**src/rtl/mrt_pkg.sv**
```systemverilog
package mrt_pkg;

    typedef struct packed {
        logic green_pressed;
        logic red_pressed;
    } in_t;

    typedef struct packed {
        logic relay_on;
        logic direction_pin;
        logic overload_lamp;
    } out_t;

    typedef enum logic [2:0] {
        MODE_WAIT  = 3'd0,
        MODE_ARMED = 3'd1,
        MODE_HOLD  = 3'd2,
        MODE_COUNT = 3'd3,
        MODE_CLEAR = 3'd4,
        MODE_OVER  = 3'd5
    } mode_t;

    localparam int CFG_INDEX_WIDTH = 2;

    localparam logic [CFG_INDEX_WIDTH-1:0] CFG_RUN_TICKS       = 2'd0;
    localparam logic [CFG_INDEX_WIDTH-1:0] CFG_OVERLOAD_LIMIT  = 2'd1;
    localparam logic [CFG_INDEX_WIDTH-1:0] CFG_OVERLOAD_RESUME = 2'd2;

    localparam int RUN_TICKS_RESET       = 602400;
    localparam int OVERLOAD_LIMIT_RESET  = 18072000;
    localparam int OVERLOAD_RESUME_RESET = 16264800;

endpackage

```
**src/rtl/mrt_core.sv**
```systemverilog
module mrt_core
    import mrt_pkg::*;
#(
    parameter int COUNT_WIDTH = 25
) (
    input  logic                   aclk,
    input  logic                   aresetn,
    input  logic                   advance,
    input  in_t                    item,
    input  logic [COUNT_WIDTH-1:0] run_ticks,
    input  logic [COUNT_WIDTH-1:0] overload_limit,
    input  logic [COUNT_WIDTH-1:0] overload_resume,
    output out_t                   result
);

    localparam logic [COUNT_WIDTH-1:0] CNT_MAX = '1;
    localparam logic [COUNT_WIDTH-1:0] CNT_ONE = COUNT_WIDTH'(1);

    mode_t                  mode_reg, mode_next;
    logic [COUNT_WIDTH-1:0] countdown_reg, countdown_next;
    logic [COUNT_WIDTH-1:0] heat_reg, heat_next;
    logic                   relay_req_reg, relay_req_next;
    logic                   chosen_dir_reg, chosen_dir_next;
    logic                   dir_latch_reg, dir_latch_next;
    logic                   over_flag_reg, over_flag_next;

    logic                   any_pressed;
    logic [COUNT_WIDTH-1:0] heat_up;

    always_ff @(posedge aclk) begin
        if (!aresetn) begin
            mode_reg       <= MODE_WAIT;
            countdown_reg  <= '0;
            heat_reg       <= '0;
            relay_req_reg  <= 1'b0;
            chosen_dir_reg <= 1'b0;
            dir_latch_reg  <= 1'b0;
            over_flag_reg  <= 1'b0;
        end else if (advance) begin
            mode_reg       <= mode_next;
            countdown_reg  <= countdown_next;
            heat_reg       <= heat_next;
            relay_req_reg  <= relay_req_next;
            chosen_dir_reg <= chosen_dir_next;
            dir_latch_reg  <= dir_latch_next;
            over_flag_reg  <= over_flag_next;
        end
    end

    // Modes fall through in one combinational pass: wait, armed, hold, countdown, clear, overload.
    always_comb begin
        any_pressed     = item.green_pressed | item.red_pressed;
        mode_next       = mode_reg;
        countdown_next  = countdown_reg;
        relay_req_next  = relay_req_reg;
        chosen_dir_next = chosen_dir_reg;
        dir_latch_next  = dir_latch_reg;
        over_flag_next  = over_flag_reg;
        heat_next       = heat_reg;
        heat_up         = heat_reg;

        if (mode_next == MODE_WAIT && !any_pressed) begin
            mode_next = MODE_ARMED;
        end

        if (mode_next == MODE_ARMED && any_pressed) begin
            chosen_dir_next = ~item.green_pressed;
            mode_next       = MODE_HOLD;
        end

        if (mode_next == MODE_HOLD) begin
            countdown_next = run_ticks;
            relay_req_next = 1'b1;
            if (!any_pressed) begin
                mode_next = MODE_COUNT;
            end
        end

        if (mode_next == MODE_COUNT) begin
            if (countdown_next <= CNT_ONE) begin
                countdown_next = '0;
                mode_next      = MODE_CLEAR;
            end else begin
                countdown_next = countdown_next - CNT_ONE;
            end
            if (any_pressed) begin
                mode_next = MODE_ARMED;
            end
        end

        if (mode_next == MODE_CLEAR) begin
            relay_req_next = 1'b0;
            mode_next      = MODE_ARMED;
        end

        if (mode_next == MODE_OVER) begin
            over_flag_next = 1'b1;
            relay_req_next = 1'b0;
            if (heat_reg <= overload_resume) begin
                over_flag_next = 1'b0;
                mode_next      = MODE_WAIT;
            end
        end

        if (heat_reg >= overload_limit) begin
            mode_next = MODE_OVER;
        end

        if (relay_req_next) begin
            dir_latch_next = chosen_dir_next;
            if (heat_reg != CNT_MAX) begin
                heat_up = heat_reg + CNT_ONE;
            end
            heat_next = (heat_up > overload_limit) ? overload_limit : heat_up;
        end else if (heat_reg != '0) begin
            heat_next = heat_reg - CNT_ONE;
        end

        result.relay_on      = relay_req_next;
        result.direction_pin = dir_latch_next;
        result.overload_lamp = over_flag_next;
    end

endmodule

```
**src/rtl/motor_run_timer_with_overload.sv**
```systemverilog
// Channel | Ports                              | Payload
// input   | s_valid, s_ready, s_data (in_t)    | green_pressed, red_pressed
// result  | m_valid, m_ready, m_data (out_t)   | relay_on, direction_pin, overload_lamp
// config  | cfg_we, cfg_index, cfg_wdata       | run_ticks, overload_limit, overload_resume
//
// One transaction per clock while s_ready is high; the result is out the next cycle.
// The mode and counter update is a single pass between the state and output registers.
// s_ready stays high while the output register is empty or being drained.
// aresetn is synchronous, active low; all registers except m_data_reg are reset.
module motor_run_timer_with_overload
    import mrt_pkg::*;
#(
    parameter int COUNT_WIDTH = 25
) (
    input  logic                       aclk,
    input  logic                       aresetn,
    input  logic                       s_valid,
    output logic                       s_ready,
    input  in_t                        s_data,
    output logic                       m_valid,
    input  logic                       m_ready,
    output out_t                       m_data,
    input  logic                       cfg_we,
    input  logic [CFG_INDEX_WIDTH-1:0] cfg_index,
    input  logic [COUNT_WIDTH-1:0]     cfg_wdata
);

    logic [COUNT_WIDTH-1:0] run_ticks_reg;
    logic [COUNT_WIDTH-1:0] limit_reg;
    logic [COUNT_WIDTH-1:0] resume_reg;
    logic                   m_valid_reg;
    out_t                   m_data_reg;
    out_t                   result;
    logic                   advance;

    assign s_ready = ~m_valid_reg | m_ready;
    assign advance = s_valid & s_ready;
    assign m_valid = m_valid_reg;
    assign m_data  = m_data_reg;

    always_ff @(posedge aclk) begin
        if (!aresetn) begin
            run_ticks_reg <= COUNT_WIDTH'(RUN_TICKS_RESET);
            limit_reg     <= COUNT_WIDTH'(OVERLOAD_LIMIT_RESET);
            resume_reg    <= COUNT_WIDTH'(OVERLOAD_RESUME_RESET);
        end else if (cfg_we) begin
            case (cfg_index)
                CFG_RUN_TICKS:       run_ticks_reg <= cfg_wdata;
                CFG_OVERLOAD_LIMIT:  limit_reg     <= cfg_wdata;
                CFG_OVERLOAD_RESUME: resume_reg    <= cfg_wdata;
                default: ;
            endcase
        end
    end

    always_ff @(posedge aclk) begin
        if (!aresetn) begin
            m_valid_reg <= 1'b0;
        end else if (advance) begin
            m_valid_reg <= 1'b1;
        end else if (m_ready) begin
            m_valid_reg <= 1'b0;
        end
    end

    always_ff @(posedge aclk) begin
        if (advance) begin
            m_data_reg <= result;
        end
    end

    mrt_core #(
        .COUNT_WIDTH (COUNT_WIDTH)
    ) u_core (
        .aclk            (aclk),
        .aresetn         (aresetn),
        .advance         (advance),
        .item            (s_data),
        .run_ticks       (run_ticks_reg),
        .overload_limit  (limit_reg),
        .overload_resume (resume_reg),
        .result          (result)
    );

endmodule

```
**config.mk**
```make
export PLATFORM = sky130hd
export DESIGN_NAME = motor_run_timer_with_overload
export DESIGN_NICKNAME = d
export VERILOG_FILES = /design/src/rtl/mrt_pkg.sv /design/src/rtl/mrt_core.sv /design/src/rtl/motor_run_timer_with_overload.sv
export SDC_FILE = /design/constraint.sdc
export NUM_CORES = 1
export LEC_CHECK = 0
export ABC_AREA = 1
export BUFFER_PORTS_ARGS = -buffer_cell sky130_fd_sc_hd__clkbuf_2
export CAP_MARGIN = 20
export CORE_MARGIN = 2
export CORE_UTILIZATION = 55
export CTS_CLUSTER_DIAMETER = 30
export DETAILED_ROUTE_END_ITERATION = 10
export PLACE_DENSITY = 0.81
export SYNTH_ARGS = -nofsm -noshare
export SYNTH_HDL_FRONTEND = slang
export SYNTH_SLANG_ARGS = --single-unit
```
**constraint.sdc**
```tcl
create_clock -name aclk -period 3.83 [get_ports aclk]
set_input_delay 0.766 -clock aclk [delete_from_list [all_inputs] [get_ports aclk]]
set_output_delay 0.766 -clock aclk [all_outputs]
set_load 0.01 [all_outputs]
```
==> flow_metrics.env <==
export IMPL_num_io_pins=39
export IMPL_synth_area_um2=9450
export IMPL_peakVddDrop_uv=330
export IMPL_synth_cells=1453
export IMPL_layout_commonest_cell="nand2_1"
export IMPL_grt_use_met2_pct=56.7
export IMPL_wl_per_cell_um=17.2
export IMPL_synth_cell_types=45
export IMPL_fin_setup_tns_ns=0
export IMPL_sw_frac_of_total_pct=37.2
export IMPL_initial_core_util_pct=56.6
export IMPL_numCtsBuffers=17
export IMPL_r2r_start="u_core.heat_reg[4]"
export IMPL_cp_data_required_time_ns=4.12
export IMPL_gr_total_overflow=0
export IMPL_path_class="reg -> reg"
export IMPL_cts_sinks=136
export IMPL_synth_edf_count=3
export IMPL_synth_main_ff_cell="dfxtp_1"
export IMPL_ys_warn_count=0
export IMPL_grt_util_met1_pct=41.5
export IMPL_async_flop_share_pct=0
export IMPL_power_leakage_nw=5.20
export IMPL_final_util_pct=65.3
export IMPL_antenna_left=0
export IMPL_status="completed"
export IMPL_setup_ws_ns=0.229
export IMPL_place_ws_ns=-0.0178
export IMPL_die_area_um2=18200
export IMPL_drc_errors=0
export IMPL_cts_tree="yes"
export IMPL_synth_seq_cells=136
export IMPL_gp_congestion=0.974
export IMPL_area_growth_synth_to_final_pct=15.3
export IMPL_final_cells=1743
export IMPL_timing_fmax_mhz=278
export IMPL_nNetsFinal=1622
export IMPL_dp_final_hpwl_mm=22.2
export IMPL_n_antenna_cell=0
export IMPL_io_buffers=38
export IMPL_drtIter0Drc=800
export IMPL_cts_root_buf="clkbuf_16"
export IMPL_cp_end_kind="register"
export IMPL_max_slew_margin_pct=36.4
export IMPL_grt_pass1_vias=9235
export IMPL_hold_class="reg -> reg"
export IMPL_viasPerCell=5.67
export IMPL_startpoint_type="register"
export IMPL_totalWireLength_mm=30.0
export IMPL_antenna_found_initial=0
export IMPL_cp_max_fo=14
export IMPL_p_int_mw=3.21
export IMPL_p_clk_share_pct=34.3
export IMPL_reg2reg_to="u_core.heat_reg[2]"
export IMPL_reg2reg_slack_ns=0.23
export IMPL_synth_fp_nets=1565
export IMPL_worst_skew_pair_late_latency_ns=0.43
export IMPL_first_pass_iters=5
export IMPL_grt_busiest_layer="met2"
export IMPL_p_sw_mw=1.90
export IMPL_grt_pass1_wl_mm=47.6
export IMPL_hold_path_depth=2
export IMPL_min_period_ns=3.60
export IMPL_grt_use_met3_pct=6.19
export IMPL_setup_viol=0
export IMPL_r2r_cells=27
export IMPL_final_max_slew_violation_count=0
export IMPL_rows=47
export IMPL_pwr_share_comb_pct=34.5
export IMPL_worstMarginPinSlew_ns=0.953
export IMPL_avgSynthCellArea_um2=6.50
export IMPL_cap_violations=0
export IMPL_track_usage_pct=33.5
export IMPL_dp_cells=1705
export IMPL_die_height_um=135
export IMPL_cp_startpoint="u_core.heat_reg[4]"
export IMPL_finalClockSkew_ns=0.00926
export IMPL_die_x_um=135
export IMPL_final_cell_mix="nand2_1, inv_1, nor2_1"
export IMPL_arrival_ns=3.89
export IMPL_drive_gt1_share_pct=12.3
export IMPL_finalPower_mw=5.11
export IMPL_seq_area_frac_synth_pct=29.1
export IMPL_p_seq_share_pct=31.2
export IMPL_fin_crit_sh_pct=94.0
export IMPL_vias=9880
export IMPL_grt_max_degree=58
export IMPL_core_area_um2=16700
export IMPL_powerDensity_nw_per_um2=469
export IMPL_cts_path_max_buffers=2
export IMPL_endpoint="u_core.heat_reg[2]"
export IMPL_htreeDepth=4
export IMPL_finalHoldViolCount=0
export IMPL_clk_pin_slew_worst_paths_ns=0.06
[cell usage after synthesis (all sizes together) (2+ instances only)]
cell type	count	area share [%]
nand2	385	15
a211oi	2	0.16
a21o	2	0.16
o21bai	2	0.16
clkbuf	42	1.7
buf	20	1.5
a31oi	5	0.33
nor3	28	1.5
xor2	34	3.2
ha	78	10
dfxtp	133	28
o21a	5	0.40
or2	3	0.20
a21oi	133	7.5
nand3	66	3.5
nand4	25	1.7
nor2	140	5.7
xnor2	4	0.37
edfxtp	3	0.95
o31ai	2	0.16
inv	177	7.0
o211ai	30	2.4
nor4	5	0.33
o22ai	3	0.20
o21ai	119	6.3
[logic make-up (layout without fill, tap and decap cells)]
group                      after synthesis  in the layout  share of synthesized area [%]
and+or+nand+nor                        653            653                           28.5
buffers and inverters                  239            309                           10.2
DFF                                    136            136                           29.1
xor gates and xnor gates                38             38                           3.52
muxes                                    1              1                          0.119
adders and majority gates               78             78                           10.3
AOI/OAI and AO/OA                      308            308                           18.3
[cell type report]
class / instances / area (µm²)
Timing Repair Buffer: 100 / 738
Inverter: 177 / 664
Sequential cell: 136 / 2760
Multi-Input combinational cell: 1078 / 5850
Fill cell: 1540 / 5800
Clock inverter: 15 / 193
Clock buffer: 17 / 425
Tap cell: 220 / 275
[through the flow]
stage / hold WS, ns / cell area (µm²)
finish: 0.463 / 10900
CTS: 0.464 / 10700
global route: 0.482 / 10900
detailed placement: 0.454 / 10100
global placement: 0.444 / 10100
floorplan: 0.430 / 9450
[worst max-delay path: stages, from the launching register on]
cell     delay, ns
dfxtp_1       0.34
nand2_1       0.13
nor2_4        0.14
inv_1         0.06
nor2_2        0.12
inv_1         0.07
nor2_2        0.12
nand2_1       0.09
nor2_1        0.12
nand2_2       0.09
nand3_2       0.13
nor2_4        0.06
nand2_4       0.09
xnor2_2       0.07
ha_1          0.32
buf_4         0.11
nand4_1       0.21
nor3_1        0.22
nand3_1       0.12
nand3_2       0.11
nand2_4       0.11
buf_12        0.16
nand2_1       0.06
o21ai_0       0.08
o21ai_1       0.14
nand2_1       0.07
nand2_1       0.07
nor2_1        0.04
[layer usage]
metal  vias to the layer above  wire, µm
li1                       4879         -
met1                      4600     12800
met2                       338     14000
met3                        63      1980
met4                         0      1090
met5                         -         0
[repair_timing]
item,4_1_cts,5_1_grt
buffers inserted,0,3
pin swaps,0,5
hold buffers,0,0
setup endpoints to repair,12,25
gates cloned,0,1
resized for setup,2,29
[worst min path at each step]
stage	from	to	slack, ns
after floorplan	run_ticks_reg[5]	run_ticks_reg[5]	0.43
after global placement	run_ticks_reg[23]	run_ticks_reg[23]	0.44
after detailed placement	resume_reg[15]	resume_reg[15]	0.45
after CTS	resume_reg[15]	resume_reg[15]	0.46
after global routing	u_core.countdown_reg[8]	u_core.countdown_reg[8]	0.48
final	u_core.relay_req_reg	u_core.relay_req_reg	0.46
[power by group through the flow]
stage               clock network (mW)  logic (mW)  registers [mW]
finish                            1.75        1.76            1.60
detailed placement                   0        1.68            1.62
global placement                     0        1.65            1.62
global route                      1.83        1.98            1.61
CTS                               1.76        1.71            1.59
floorplan                            0        1.18            1.63
No activity file was read; power rests on OpenSTA's default activity.
